File: config.mk
export PLATFORM = sky130hd
export DESIGN_NAME = antenna_failover_rate_limited_top
export DESIGN_NICKNAME = d
export VERILOG_FILES = /design/src/rtl/afrl_pkg.sv /design/src/rtl/afrl_sec_div.sv /design/src/rtl/afrl_fsm.sv /design/src/rtl/antenna_failover_rate_limited_top.sv
export SDC_FILE = /design/constraint.sdc
export NUM_CORES = 1
export LEC_CHECK = 0
export ABC_AREA = 1
export BUFFER_PORTS_ARGS = -buffer_cell sky130_fd_sc_hd__clkbuf_2
export CORE_ASPECT_RATIO = 1.5
export CORE_MARGIN = 2
export CORE_UTILIZATION = 65
export CTS_CLUSTER_DIAMETER = 200
export DETAILED_ROUTE_END_ITERATION = 7
export HOLD_SLACK_MARGIN = 0.12
export PLACE_DENSITY = 0.84
export SYNTH_ARGS = -nofsm -noshare
export SYNTH_HDL_FRONTEND = slang
export SYNTH_SLANG_ARGS = --single-unit
File: constraint.sdc
create_clock -name aclk -period 14.9 [get_ports aclk]
set_input_delay 4.47 -clock aclk [delete_from_list [all_inputs] [get_ports aclk]]
set_output_delay 4.47 -clock aclk [all_outputs]
set_load 0.02 [all_outputs]
File: src/rtl/afrl_pkg.sv
// Shared types and constants for the antenna failover controller.
// Used by every module of the block and by its checker.
package afrl_pkg;

    // Result state codes, as they appear on the result beat
    localparam logic [1:0] STATE_IDLE      = 2'd0;
    localparam logic [1:0] STATE_WAITING   = 2'd1;
    localparam logic [1:0] STATE_SWITCHING = 2'd2;
    localparam logic [1:0] STATE_COOLDOWN  = 2'd3;

    // Status codes
    localparam logic [1:0] STATUS_OK   = 2'd0;
    localparam logic [1:0] STATUS_BUSY = 2'd1;
    localparam logic [1:0] STATUS_FAIL = 2'd2;

    // Opcodes
    localparam logic OP_UPDATE = 1'b0;
    localparam logic OP_FORCE  = 1'b1;

    // Register indexes
    localparam logic [0:0] REG_TIMEOUT  = 1'd0;
    localparam logic [0:0] REG_INIT_ANT = 1'd1;

    // Time constants
    localparam int unsigned MS_PER_S        = 1000;
    localparam int unsigned S_PER_MIN       = 60;
    localparam int unsigned SEC_PER_HOUR    = 60 * 60;
    localparam int unsigned ONE_HOUR_MS     = SEC_PER_HOUR * MS_PER_S;
    localparam int unsigned MS_PER_MIN      = S_PER_MIN * MS_PER_S;
    localparam int unsigned MAX_TIMEOUT_MIN = 60;

    // floor(x / 1000) for 32-bit x: (x * ceil(2^38 / 1000)) >> 38
    localparam int unsigned DIV_SHIFT = 38;
    localparam int unsigned DIV_MULT  = 274877907;
    localparam int unsigned DIV_MW    = 29;
    localparam int unsigned DIV_PW    = 32 + DIV_MW;

    typedef struct packed {
        logic        opcode;
        logic [31:0] now_ms;
        logic        has_fix;
        logic        switch_ok;
    } item_t;

    typedef struct packed {
        logic [1:0] status;
        logic [2:0] hist_count;
        logic       switch_pulse;
        logic       antenna_select;
        logic [1:0] fsm_state;
    } res_beat_t;

    typedef struct packed {
        logic       en;
        logic [0:0] index;
        logic [7:0] data;
    } cfg_wr_t;

    typedef struct packed {
        logic [7:0] timeout_minutes;
        logic       initial_antenna;
    } cfg_rd_t;

endpackage

File: src/rtl/afrl_sec_div.sv
// Millisecond to second conversion by reciprocal multiplication.
// Depends on afrl_pkg for the reciprocal constants.
module afrl_sec_div
    import afrl_pkg::*;
(
    input  logic [31:0] now_ms,
    output logic [31:0] now_s
);

    logic [DIV_PW-1:0] prod;

    assign prod  = DIV_PW'(now_ms) * DIV_PW'(DIV_MULT);
    assign now_s = 32'(prod[DIV_PW-1:DIV_SHIFT]);

endmodule

File: src/rtl/afrl_fsm.sv
// Failover state machine, switch history and configuration registers.
// Depends on afrl_pkg; the result for a beat is formed combinationally.
module afrl_fsm
    import afrl_pkg::*;
#(
    parameter int HISTORY_DEPTH = 4
) (
    input  logic        aclk,
    input  logic        aresetn,
    input  logic        step,
    input  item_t       item,
    input  logic [31:0] now_s,
    input  cfg_wr_t     cfg,
    output cfg_rd_t     cfg_rd,
    output res_beat_t   res
);

    localparam int CW = $clog2(HISTORY_DEPTH + 1);
    localparam logic [CW-1:0] DEPTH_C = CW'(HISTORY_DEPTH);

    typedef enum logic [1:0] {
        M_IDLE      = STATE_IDLE,
        M_WAITING   = STATE_WAITING,
        M_SWITCHING = STATE_SWITCHING,
        M_COOLDOWN  = STATE_COOLDOWN
    } mode_t;

    mode_t        mode_reg, mode_next;
    logic [31:0]  entry_reg, entry_next;
    logic [31:0]  stamps_reg [HISTORY_DEPTH];
    logic [31:0]  stamps_next [HISTORY_DEPTH];
    logic [CW-1:0] count_reg, count_next;
    logic         ant_reg, ant_next;
    logic [7:0]   timeout_reg;
    logic [31:0]  timeout_ms_reg;
    logic         init_ant_reg;

    logic [31:0]  elapsed;
    logic [31:0]  since_oldest;
    logic         limit;
    logic         pulse;
    logic [1:0]   status;
    logic [5:0]   tmin;

    assign elapsed      = item.now_ms - entry_reg;
    assign since_oldest = now_s - stamps_reg[HISTORY_DEPTH-1];
    assign limit        = (count_reg >= DEPTH_C) && (since_oldest < SEC_PER_HOUR);
    assign tmin = (cfg.data > 8'(MAX_TIMEOUT_MIN)) ? 6'(MAX_TIMEOUT_MIN) : cfg.data[5:0];

    always_comb begin
        mode_next  = mode_reg;
        entry_next = entry_reg;
        count_next = count_reg;
        ant_next   = ant_reg;
        pulse      = 1'b0;
        status     = STATUS_OK;
        for (int i = 0; i < HISTORY_DEPTH; i++) begin
            stamps_next[i] = stamps_reg[i];
        end
        if (item.opcode == OP_FORCE) begin
            if (mode_reg == M_SWITCHING) begin
                status = STATUS_BUSY;
            end else if (item.switch_ok) begin
                ant_next   = ~ant_reg;
                pulse      = 1'b1;
                mode_next  = M_IDLE;
                entry_next = item.now_ms;
            end else begin
                status = STATUS_FAIL;
            end
        end else begin
            case (mode_reg)
                M_IDLE: begin
                    if (!item.has_fix && timeout_ms_reg != 32'd0) begin
                        mode_next  = M_WAITING;
                        entry_next = item.now_ms;
                    end
                end
                M_WAITING: begin
                    if (item.has_fix) begin
                        mode_next  = M_IDLE;
                        entry_next = item.now_ms;
                    end else if (elapsed >= timeout_ms_reg) begin
                        mode_next  = limit ? M_COOLDOWN : M_SWITCHING;
                        entry_next = item.now_ms;
                    end
                end
                M_SWITCHING: begin
                    if (item.switch_ok) begin
                        ant_next = ~ant_reg;
                        pulse    = 1'b1;
                        // shift history, newest stamp at the front
                        for (int i = 1; i < HISTORY_DEPTH; i++) begin
                            stamps_next[i] = stamps_reg[i-1];
                        end
                        stamps_next[0] = now_s;
                        if (count_reg < DEPTH_C) begin
                            count_next = count_reg + CW'(1);
                        end
                    end else begin
                        status = STATUS_FAIL;
                    end
                    mode_next  = M_IDLE;
                    entry_next = item.now_ms;
                end
                M_COOLDOWN: begin
                    if (elapsed >= ONE_HOUR_MS) begin
                        for (int i = 0; i < HISTORY_DEPTH; i++) begin
                            stamps_next[i] = 32'd0;
                        end
                        count_next = '0;
                        mode_next  = M_IDLE;
                        entry_next = item.now_ms;
                    end
                end
                default: begin
                    mode_next = M_IDLE;
                end
            endcase
        end
    end

    always_ff @(posedge aclk) begin
        if (!aresetn) begin
            mode_reg       <= M_IDLE;
            entry_reg      <= 32'd0;
            count_reg      <= '0;
            ant_reg        <= 1'b0;
            timeout_reg    <= 8'd0;
            timeout_ms_reg <= 32'd0;
            init_ant_reg   <= 1'b0;
            for (int i = 0; i < HISTORY_DEPTH; i++) begin
                stamps_reg[i] <= 32'd0;
            end
        end else begin
            if (step) begin
                mode_reg  <= mode_next;
                entry_reg <= entry_next;
                count_reg <= count_next;
                for (int i = 0; i < HISTORY_DEPTH; i++) begin
                    stamps_reg[i] <= stamps_next[i];
                end
            end
            // a preset write loads the antenna at once
            if (cfg.en && cfg.index == REG_INIT_ANT) begin
                ant_reg <= cfg.data[0];
            end else if (step) begin
                ant_reg <= ant_next;
            end
            if (cfg.en) begin
                case (cfg.index)
                    REG_TIMEOUT: begin
                        timeout_reg    <= cfg.data;
                        timeout_ms_reg <= 32'(tmin) * MS_PER_MIN;
                    end
                    REG_INIT_ANT: begin
                        init_ant_reg <= cfg.data[0];
                    end
                    default: begin
                        timeout_reg <= timeout_reg;
                    end
                endcase
            end
        end
    end

    assign cfg_rd.timeout_minutes = timeout_reg;
    assign cfg_rd.initial_antenna = init_ant_reg;

    assign res.fsm_state      = mode_next;
    assign res.antenna_select = ant_next;
    assign res.switch_pulse   = pulse;
    assign res.hist_count     = (32'(count_next) > 32'd7) ? 3'd7 : 3'(count_next);
    assign res.status         = status;

endmodule

File: src/rtl/antenna_failover_rate_limited_top.sv
// Antenna failover controller with a rate limit on automatic switches.
// Instantiates afrl_sec_div and afrl_fsm; depends on afrl_pkg.
//
// Usage:
//   s_ beats carry one event each: tuser[0] is the opcode (update or forced
//   switch), tdata holds the millisecond time, the fix flag and the
//   switch-success flag. Every accepted beat yields exactly one m_ beat with
//   the state, antenna, switch pulse, history count and status after it.
//   Configuration goes through the APB port: timeout in minutes at 0x0,
//   initial antenna at 0x4 (writing it loads the antenna at once).
// Stages and rate:
//   Three stages: input register, seconds conversion register, result
//   register. One beat per cycle is sustained while m_tready stays high;
//   the state update is a loop closed within the state machine stage, so
//   nothing waits on an earlier beat.
// Reset and stalls:
//   Synchronous active-low reset empties the pipeline, clears the history,
//   returns to idle and zeroes both registers. When m_tready is low the
//   result holds and the stages behind it fill, then s_tready drops.
module antenna_failover_rate_limited_top
    import afrl_pkg::*;
#(
    parameter int HISTORY_DEPTH = 4
) (
    input  logic        aclk,
    input  logic        aresetn,
    // input channel
    input  logic        s_tvalid,
    output logic        s_tready,
    input  logic [39:0] s_tdata,   // [31:0] now_ms, [32] has_fix, [33] switch_ok, zero pad
    input  logic [0:0]  s_tuser,   // [0] opcode
    // result channel
    output logic        m_tvalid,
    input  logic        m_tready,
    output logic [15:0] m_tdata,   // [1:0] fsm_state, [2] antenna_select, [3] switch_pulse,
                                   // [6:4] hist_count, [8:7] status, zero pad
    // configuration
    input  logic        psel,
    input  logic        penable,
    input  logic        pwrite,
    input  logic [2:0]  paddr,
    input  logic [31:0] pwdata,
    output logic [31:0] prdata,
    output logic        pready
);

    logic        a_valid_reg, b_valid_reg, m_valid_reg;
    item_t       a_item_reg, b_item_reg;
    logic [31:0] b_now_s_reg;
    res_beat_t   m_res_reg;

    logic        out_free, b_adv, b_free, a_adv, s_acc;
    item_t       s_item;
    logic [31:0] a_now_s;
    res_beat_t   res;
    cfg_wr_t     cfg;
    cfg_rd_t     cfg_rd;

    assign out_free = !m_valid_reg || m_tready;
    assign b_adv    = b_valid_reg && out_free;
    assign b_free   = !b_valid_reg || b_adv;
    assign a_adv    = a_valid_reg && b_free;
    assign s_tready = !a_valid_reg || a_adv;
    assign s_acc    = s_tvalid && s_tready;

    assign s_item.opcode    = s_tuser[0];
    assign s_item.now_ms    = s_tdata[31:0];
    assign s_item.has_fix   = s_tdata[32];
    assign s_item.switch_ok = s_tdata[33];

    always_ff @(posedge aclk) begin
        if (!aresetn) begin
            a_valid_reg <= 1'b0;
            b_valid_reg <= 1'b0;
            m_valid_reg <= 1'b0;
        end else begin
            if (s_acc) begin
                a_valid_reg <= 1'b1;
            end else if (a_adv) begin
                a_valid_reg <= 1'b0;
            end
            if (a_adv) begin
                b_valid_reg <= 1'b1;
            end else if (b_adv) begin
                b_valid_reg <= 1'b0;
            end
            if (b_adv) begin
                m_valid_reg <= 1'b1;
            end else if (m_tready) begin
                m_valid_reg <= 1'b0;
            end
        end
    end

    always_ff @(posedge aclk) begin
        if (s_acc) begin
            a_item_reg <= s_item;
        end
        if (a_adv) begin
            b_item_reg  <= a_item_reg;
            b_now_s_reg <= a_now_s;
        end
        if (b_adv) begin
            m_res_reg <= res;
        end
    end

    afrl_sec_div u_sec_div (
        .now_ms (a_item_reg.now_ms),
        .now_s  (a_now_s)
    );

    assign cfg.en    = psel && penable && pwrite;
    assign cfg.index = paddr[2:2];
    assign cfg.data  = pwdata[7:0];

    afrl_fsm #(
        .HISTORY_DEPTH (HISTORY_DEPTH)
    ) u_fsm (
        .aclk    (aclk),
        .aresetn (aresetn),
        .step    (b_adv),
        .item    (b_item_reg),
        .now_s   (b_now_s_reg),
        .cfg     (cfg),
        .cfg_rd  (cfg_rd),
        .res     (res)
    );

    always_comb begin
        case (paddr[2:2])
            REG_TIMEOUT:  prdata = {24'd0, cfg_rd.timeout_minutes};
            REG_INIT_ANT: prdata = {31'd0, cfg_rd.initial_antenna};
            default:      prdata = 32'd0;
        endcase
    end

    assign pready   = 1'b1;
    assign m_tvalid = m_valid_reg;
    assign m_tdata  = {7'd0, m_res_reg};

endmodule

* Word level (Yosys, flattened, before mapping)
Memory sizes are Yosys's and may differ from the RTL's.
Cells that the tools add are included.
** Word-level totals
- Word-level logic and storage cells :: 130
- Bits in writable memories :: 128
- Output and inout bits :: 51
- Register bits after elaboration :: 169
- Memories :: 1
** Memories
- u_fsm.stamps_reg :: depth 4, bits a word 32, read ports 4, clocked after Yosys merged registers in 0, wr ports 4, line afrl_fsm.sv:30 : logic [31:0] stamps_reg [HISTORY_DEPTH];
** Cells by class
- Magnitude comparators :: 6
- Multiplexer cells :: 56
- Reduce and logical (&&, ||, !) cells :: 24
- Bitwise operators :: 6
- Equal/unequal tests :: 8
- Multiply operators :: 2
- Add/subtract/negate cells :: 3
** Operators with widths (count)
- $mux W128 :: 3
- $mux W32 :: 11
- $pmux W128 S2 :: 1
- $pmux W32 S4 :: 1
- $pmux W32 S2 :: 1
- $mul A32 B29 Y61 const B :: 1
- $ge A32 B22 Y1 :: 1
- $ge A32 B22 Y1 const B :: 1
- $lt A32 B12 Y1 const B :: 1
- $reduce_bool A32 Y1 :: 1
- $sub A23 B32 Y32 :: 1
- $sub A32 B32 Y32 :: 1
- $mux W2 :: 11
- $mux W1 :: 21
- $mul A6 B11 Y17 const B :: 1
- $mux W3 :: 4
- $gt A8 B6 Y1 const B :: 1
- $logic_and A1 B1 Y1 :: 8
- $pmux W2 S4 :: 1
- $reduce_bool A2 Y1 :: 4
- $mux W6 :: 1
- $ne A3 B2 Y1 const B :: 2
- $pmux W3 S2 :: 1
- $reduce_and A6 Y1 :: 1
- other kinds (13) :: 25

* Longest topological paths before layout
Gate-level depths: netlist of run 1.
An unclocked memory read counts as a cell.
- Depth in word-level cells :: 9
- Depth in mapped cells :: 30
- Depth with buffers taken out :: 30

* By module
A second synthesis of run 1 with hierarchy kept.
** Second synthesis, totals
- Cell total of the unflattened synthesis :: 4521
- Area, all modules :: 35431.5 um^2
** By module, submodules not included
- afrl_sec_div :: times used 1, cells an instance 2183, area each 16829.9 um^2
- afrl_fsm :: times used 1, cells an instance 2157, area each 14800.4 um^2
- antenna_failover_rate_limited_top :: times used 1, cells an instance 181, area each 3801.1 um^2

* Least setup slack after synthesis of run 1
Ideal clock, no wire load.
- Path kind :: input to register
- From :: input m_tready
- To :: memory u_fsm.stamps_reg[0][0], enable pin
- Setup slack :: 4.322 ns
- Arrival time :: 9.987 ns
- Data required time :: 14.309 ns
- Setup time :: 0.591 ns
- Stages on the path :: 6
- Buffers on the path :: 0
- Path through :: inv_1 > nand2_1 > nand2_1 > inv_1 > o21ai_0 > o21ai_0
** RTL lines
- start: declaration :: line antenna_failover_rate_limited_top.sv:34 : input logic m_tready,
- end: declaration :: line afrl_fsm.sv:30

* Worst setup path in the final report of run 1
- From :: input m_tready
- To :: output s_tready
** Between the ends
- Longest elaborated chain between the ends :: 5
** RTL lines
- $logic_or A1 B1 Y1 :: line antenna_failover_rate_limited_top.sv:59 : assign out_free = !m_valid_reg || m_tready;
- $logic_and A1 B1 Y1 :: line antenna_failover_rate_limited_top.sv:60 : assign b_adv = b_valid_reg && out_free;
- $logic_or A1 B1 Y1 :: line antenna_failover_rate_limited_top.sv:61 : assign b_free = !b_valid_reg || b_adv;
- $logic_and A1 B1 Y1 :: line antenna_failover_rate_limited_top.sv:62 : assign a_adv = a_valid_reg && b_free;
- $logic_or A1 B1 Y1 :: line antenna_failover_rate_limited_top.sv:63 : assign s_tready = !a_valid_reg || a_adv;
- end: declaration :: line antenna_failover_rate_limited_top.sv:29 : output logic s_tready,
Every way passes these cells.

==> results of run 1 <==
cells by family (layout without fill, tap and decap cells):
family	count (synthesis)	in the layout
AOI/OAI and AO/OA	337	337
xor gates and xnor gates	54	54
adders and majority gates	809	809
buffers and inverters	1089	1147
DFF	261	261
other	2	32
and+or+nand+nor	1099	1099
per-stage QoR:
stage / hold WS (ns) / util (%) / area (um2)
after floorplan: 0.4003 / - / 30970
after global placement: 0.4333 / 67.66 / 31700
after detailed placement: 0.4201 / 67.66 / 31700
after CTS: 0.4594 / 69.37 / 32500
after global routing: 0.4654 / 69.37 / 32500
final: 0.4534 / 69.37 / 32500
critical path: cells and delay by family:
| kind | cells | cell delay [ns] |
|---|---|---|
| AND/OR/NAND/NOR | 3 | 0.35 |
| buffers and inverters | 3 | 0.31 |
layout make-up:
class | instances | area (um2)
fillers | 3562 | 14350
clock buffers | 26 | 629.4
inverters | 1025 | 3850
multi-input cells | 2331 | 19540
clock inverters | 20 | 173.9
well taps | 594 | 743.2
flip-flops and latches | 261 | 7167
repair buffers | 76 | 397.9
synthesized netlist by cell type, drive strengths merged:
cell type and n:
xnor2 20, a221o 1, nand3 119, a21o 2, conb 2, a41oi 1, nand2 537, a211oi 4
and3 1, xor2 34, or2 1, a31oi 11, o21ai 98, ha 498, fa 311, dfxtp 67
clkbuf 22, a21boi 3, nor4 7, nor3 26, a31o 1, and2 2, o21bai 8, inv 1025
a221oi 1, a21oi 182, edfxtp 194, buf 42, nor2 373, o2111ai 2, o31ai 1, nand3b 6
o21a 16, nand4 27, o211ai 6
how the worst max path moves through the flow:
stage | start | to | slack [ns] | cells after the start
after floorplan | m_tready | u_fsm.stamps_reg[0][0] | 4.32 | 6
after global placement | m_tready | s_tready | 5.31 | 6
after detailed placement | m_tready | s_tready | 5.29 | 6
after CTS | m_tready | s_tready | 5.29 | 6
after global routing | m_tready | s_tready | 5.17 | 6
final | m_tready | s_tready | 5.29 | 6
layer usage:
| metal | vias to the layer above | track usage, % | wire length (um) |
|---|---|---|---|
| met5 | - | 0 | 0 |
| met4 | 0 | 24.89 | 6995 |
| met3 | 354 | 2.961 | 3346 |
| met2 | 797 | 58.42 | 39040 |
| met1 | 10982 | 31.80 | 25900 |
| li1 | 11348 | - | - |
==> metrics.md, run 1 <==
| Metric | Value |
|---|---|
| Status | finished, final reports clean |
| R2R Path End | b_now_s_reg[21] |
| Compound-Gate Fraction of Synth Area | 5.961% |
| Hold path depth | 2 |
| Worst skew pair latency | ~0.56 ns |
| Post-Route WL | ~75 mm |
| Die ar. | 0.04927 mm2 |
| Die Ht | about 270 um |
| Critical path type | input port to output port |
| N_diodes | 0 |
| Critical path startpoint category | input port |
| Initial antenna violation count | 0 |
| Reg-to-reg startpoint | a_item_reg[23] |
| R2R setup slack | roughly 7.3 ns |
| H-tree depth | 1 |
| Total GRT Usage | 31.38% |
| Hold_buf cts | 0 |
| Sequential area share after synthesis | a little under a quarter |
| Final Skew | around 0.014 ns |
| Crit-path max FO | 6 |
| Ports | 134 |
| Max reg flops | 92 |
| Row cnt | 97 |
| CTS root buf | clkbuf_16 |
| Synth unique cells | a little over 50 |
| Final hold violation count | 0 |
| Pins Over Slew Limit | 0 |
| Worst hold path type | flip-flop to flip-flop |
| DR vias/cell | approximately 5.4 |
| Avg Cell Area, Syn | between 8 and 9 um2 |
| MaxCap Viol Count | 0 |
| Yosys top cell by area | ha_1 |
| Layout Nets | between 4000 and 5000 |
| Most frequent cells in the layout | 1019 x inv_1, 518 x nand2_1, 498 x ha_1 |
| Starting Density | 65.86% |
| Placed Cells incl. Taps | 4287 |
| Crit path capture type | output port |
| Worst Reg-to-Reg Cells | 21 |
| Fin crit share | 64.47% |
| FMAX | about 100 MHz |
| Area delta synth->final | 5.328% |
| Commonest non-fill, non-tap cell in the layout | inv_1 |
| Total grt overflow | 0 |
| Largest family of logic cells by synthesized area | adder cells |
| Critical path's largest stage delay | 0.18 ns |
| Clock net sink count | about 260 |
| DRC | 0 |
| Critical path arrival | slightly above 5 ns |
| Vias in the first global route | 25079 |
| Total CTS buffers | 25 |
| Setup TNS | 0 ns |
| PnR worst setup slack | around 5.3 ns |
| Number of port buffers | 69 |
| Slew @ Worst Pin | slightly above 1 ns |
| Maximum clock path buffer count | 3 |
| Share of cells above drive strength 1 | roughly 5.1% |
| Required time worst endpoint | between 10 and 15 ns |
| First-pass GRT wire length | roughly 120 mm |
| Post-synth top area share | approximately a fifth |
| Antenna viol nets, final | 0 |
| Post_cts resized | 0 |
| Post-CTS setup buffer count | 0 |
| Yosys warns | 0 |
| Mux cell area share after synthesis | 0% |
| Place WS | ~5.3 ns |
| Setup violators final | 0 |
| Synthesized cell area | 0.03086 mm2 |
| Die Wd | 181.9 um |
| Dpl hpwl | a little over 60 mm |
| Slew margin rel. | between 30% and 40% |
| Vias | around 23000 |
| Clk pin slew, worst setup/hold paths | 0.07 ns |
| CTS tree | done |
| Synth top area cells | ha_1 20%, fa_1 20%, edfxtp_1 19% |
| End of the worst hold path | u_fsm.timeout_reg[6] |
| Routed WL per cell | around 17 um |
| Simple-gate portion of the synthesized area | roughly 15% |
| Post-Synth Adder-Cell Area | between 40% and 50% |
| Synth Register Bits | between 200 and 300 |
| Final min period | approximately 9.6 ns |
| Core Region | around 0.047 mm2 |
| Post-Synth XOR/XNOR Area | 1.533% |
| RSZ-0062 raised after global routing | no |
| Crit-path cells | clkbuf_2 -> inv_1 -> nand2_1 -> nand2_1 -> nand3_1 -> clkbuf_2 |
| Initial DRC Count | between 1000 and 1500 |
| Mapped Cells | between 3000 and 4000 |
| Largest net degree at the start of global routing | 93 |
| Final Wtd Congestion | just over 1 |
| Hold Path Origin | u_fsm.timeout_reg[6] |
| Pre-antenna DRT Iters | 5 |
| Post-Layout Cell Count | approximately 4300 |
| Slowest stage cell on the critical path | clkbuf_2 |
Power of run 1 is not shown: default switching activity piles up to over one toggle a cycle in this logic, so the estimate is an artifact.
==> run 2: changes to the inputs <==
--- a/config.mk
+++ b/config.mk
@@ -5,11 +5,11 @@
 export SDC_FILE = /design/constraint.sdc
 export NUM_CORES = 1
 export LEC_CHECK = 0
-export ABC_AREA = 1
+export ABC_AREA = 0
 export BUFFER_PORTS_ARGS = -buffer_cell sky130_fd_sc_hd__clkbuf_2
 export CORE_ASPECT_RATIO = 1.5
 export CORE_MARGIN = 2
-export CORE_UTILIZATION = 65
+export CORE_UTILIZATION = 64
 export CTS_CLUSTER_DIAMETER = 200
 export DETAILED_ROUTE_END_ITERATION = 7
 export HOLD_SLACK_MARGIN = 0.12
==> constraint.sdc (replaced) <==
create_clock -name aclk -period 9.5 [get_ports aclk]
set_input_delay 2.85 -clock aclk [delete_from_list [all_inputs] [get_ports aclk]]
set_output_delay 2.85 -clock aclk [all_outputs]
set_load 0.02 [all_outputs]
==> run 2 against run 1 <==
Against the previous run: die area is 5.9% lower; synthesized area fell by 7.5%; clock-buffer cell count grew 5; setup slack lost 4.5 ns; synthesized cell count is 24% lower; global-route usage fell by 2.0 points; non-clock buffer count increased by 20; flip-flop and latch count is the same; register-to-register slack lost 6.5 ns; routed wire length decreased by 12%; cell area fell by 6.5%.
==> metrics.md, run 2 <==
| Metric | Value |
|---|---|
| Vias | 19896 (-15%) |
| Post_cts resized | 0 (unchanged) |
| Largest net degree at the start of global routing | 93 (unchanged) |
| Total grt overflow | 0 (unchanged) |
| Vias in the first global route | 21620 (-14%) |
| Initial DRC Count | 1052 (-16%) |
| Slew @ Worst Pin | 0.9607 ns (-0.05403 ns) |
| Worst Reg-to-Reg Cells | 24 (+14%) |
| Die ar. | 0.04634 mm2 (-5.9%) |
| Final Wtd Congestion | 0.9919 (-2.2%) |
| Mapped Cells | 2785 (-24%) |
| Synth Register Bits | 261 (unchanged) |
| Commonest non-fill, non-tap cell in the layout | inv_1 |
| Die Ht | 262.7 um (-3.0%) |
| Row cnt | 94 (-3.1%) |
| Share of cells above drive strength 1 | 5.762% (+0.63 points) |
| Starting Density | 64.89% (-0.97 points) |
| Post-synth top area share | 21.83% (+1.6 points) |
| Layout Nets | 3754 (-19%) |
| Ports | 134 (unchanged) |
| Final min period | between 8 and 9 ns |
| CTS root buf | clkbuf_16 |
| Sequential area share after synthesis | 25.11% (+1.9 points) |
| Slowest stage cell on the critical path | edfxtp_1 |
| Hold_buf cts | 0 (unchanged) |
| Setup TNS | 0 ns (unchanged) |
| Status | finished, final reports clean |
| Avg Cell Area, Syn | 10.25 um2 (+21%) |
| Total GRT Usage | 29.42% (-2.0 points) |
| Maximum clock path buffer count | 3 (unchanged) |
| Setup violators final | 0 (unchanged) |
| FILL cells | 3207 (-10%) |
| Most frequent cells in the layout | 632 x inv_1, 498 x ha_1, 311 x fa_1 |
| Hold path depth | 0 (-2) |
| Top-count cell post-synth | inv_1 |
| Synth top area cells | ha_1 22%, fa_1 22%, edfxtp_1 20% |
| DRC | 0 (unchanged) |
| Post-Route WL | 66.35 mm (-12%) |
| Critical path's largest stage delay | 0.84 ns (+0.66 ns) |
| H-tree depth | 1 (unchanged) |
| RSZ-0062 raised after global routing | no |
| Number of port buffers | 69 (unchanged) |
| Pins Over Slew Limit | 0 (unchanged) |
| Critical path type | flip-flop to flip-flop |
| Slew margin rel. | 35.95% (+3.7 points) |
| Clock net sink count | 261 (unchanged) |
| First-pass GRT wire length | 107.6 mm (-11%) |
| Synth unique cells | 81 (+59%) |
| Yosys warns | 0 (unchanged) |
| MaxCap Viol Count | 0 (unchanged) |
| Clk pin slew, worst setup/hold paths | 0.07 ns (about the same) |
| Required time worst endpoint | 9.82 ns (-0.61 ns) |
| Area delta synth->final | 6.404% |
| Post-synth EDFFs | 194 (unchanged) |
| Crit-path max FO | 11 (+5) |
| Total CTS buffers | 26 (+4.0%) |
| Max reg flops | 92 (unchanged) |
| CTS tree | done |
| FMAX | between 100 and 150 MHz |
| Worst skew pair latency | 0.57 ns (about the same) |
| Critical path arrival | 8.99 ns (+3.85 ns) |
| Crit path top cell by count | fa_1 |
| N_diodes | 0 (unchanged) |
| Dpl hpwl | 54.01 mm (-13%) |
| Crit path capture type | flip-flop |
| Routed WL per cell | 19.19 um (+10%) |
| WHS | 0.4253 ns (-0.02816 ns) |
| Fin crit share | 91.20% |
| Worst hold path type | flip-flop to flip-flop |
| Final Skew | 0.02535 ns (+0.01170 ns) |
| Antenna viol nets, final | 0 (unchanged) |
| DR vias/cell | 5.755 (+6.2%) |
| Yosys top cell by area | ha_1 |
| Initial antenna violation count | 1 (+1) |
| Final hold violation count | 0 (unchanged) |
| Most used DFF post-synth | edfxtp_1 |
| Synth cell count leaders | 632 x inv_1, 498 x ha_1, 311 x fa_1 |
| Synthesized cell area | 0.02854 mm2 (-7.5%) |
| Die Wd | 176.4 um (-3.0%) |
| Critical path startpoint category | flip-flop |
| Core Region | 0.04399 mm2 (-6.1%) |
| Crit-path cells | ha_1 -> fa_1 -> fa_1 -> inv_1 -> fa_1 -> inv_1 -> fa_1 -> fa_1 -> fa_1 -> inv_1 -> fa_1 -> inv_1 -> ha_1 -> and4_1 -> nand3_1 -> or4_1 -> a21oi_1 -> a2111oi_0 -> buf_4 -> o31ai_1 -> a21oi_1 -> o311ai_0 -> a21oi_1 -> xnor2_1 |
| FFs w/ async S/R, synth | 0% (unchanged) |
| Post-CTS setup buffer count | 0 (unchanged) |
| Pre-antenna DRT Iters | 5 (unchanged) |
## run 2: cell types whose count changed after synthesis, moves of 28 or more
cell	delta
a21o_1	+36
a21oi_1	-58
and2_1	+96
inv_1	-388
mux2i_1	+38
nand2_1	-343
nand3_1	-86
nor2_1	-264
nor2_2	-33
o21ai_0	-28
## run 2: logic make-up after synthesis
logic type               after synthesis  share of synthesized area [%]
adder cells (fa/ha/maj)              809                          43.64
buffers and inverters                711                          9.902
AND/OR/NAND/NOR                      520                          9.113
AO/OA/AOI/OAI                        384                          8.991
flip-flops                           261                          25.11
XOR/XNOR                              58                          1.806
multiplexers                          40                          1.411
other                                  2                        0.02631
## run 2: path summary, 6_finish.rpt
path	startpoint	end	slack, ns
worst max-delay path	a_item_reg[22]	b_now_s_reg[18]	0.84
worst min-delay path	a_item_reg[1]	b_item_reg[1]	0.43
worst min register to register	a_item_reg[1]	b_item_reg[1]	0.43
worst max register to register	a_item_reg[22]	b_now_s_reg[18]	0.84
## run 2: area by class of cell
type                            count  area, um2  share of cell area, %
Multi-Input combinational cell   1843      18700                  61.57
Sequential cell                   261       7167                  23.60
Inverter                          634       2380                  7.836
Tap cell                          576      720.7                  2.373
Clock buffer                       31      669.4                  2.204
Timing Repair Buffer               96      548.0                  1.804
Clock inverter                     16      187.7                 0.6179
## run 2: critical path, delay by kind of cell (launching register included)
| kind | cells | cell delay [ns] |
|---|---|---|
| buf+inv | 5 | 0.43 |
| compound gates | 6 | 1.72 |
| flops | 1 | 0.84 |
| xor+xnor | 1 | 0.16 |
| simple gates | 3 | 0.91 |
| fa+ha+maj | 9 | 4.34 |
## run 2: through the flow
stage	cell area [um2]	utilization, %	cells	worst slack (ns)
2_1_floorplan	28660	-	2815	1.761
3_3_place_gp	29510	67.10	3410	1.075
3_5_place_dp	29510	67.10	3410	0.9369
4_1_cts	30370	69.05	3457	0.8758
5_1_grt	30370	69.05	3457	0.4694
6_report	30370	69.05	3457	0.8356
## run 2: metal layers
layer | GRT usage (%) | vias to the layer above | share of wire, %
met1 | 32.38 | 9706 | 36
li1 | - | 9295 | -
met4 | 17.67 | 0 | 7.0
met5 | 0 | - | 0
met3 | 2.561 | 249 | 4.5
met2 | 54.36 | 646 | 53
Power of run 2 is left out for the same reason.
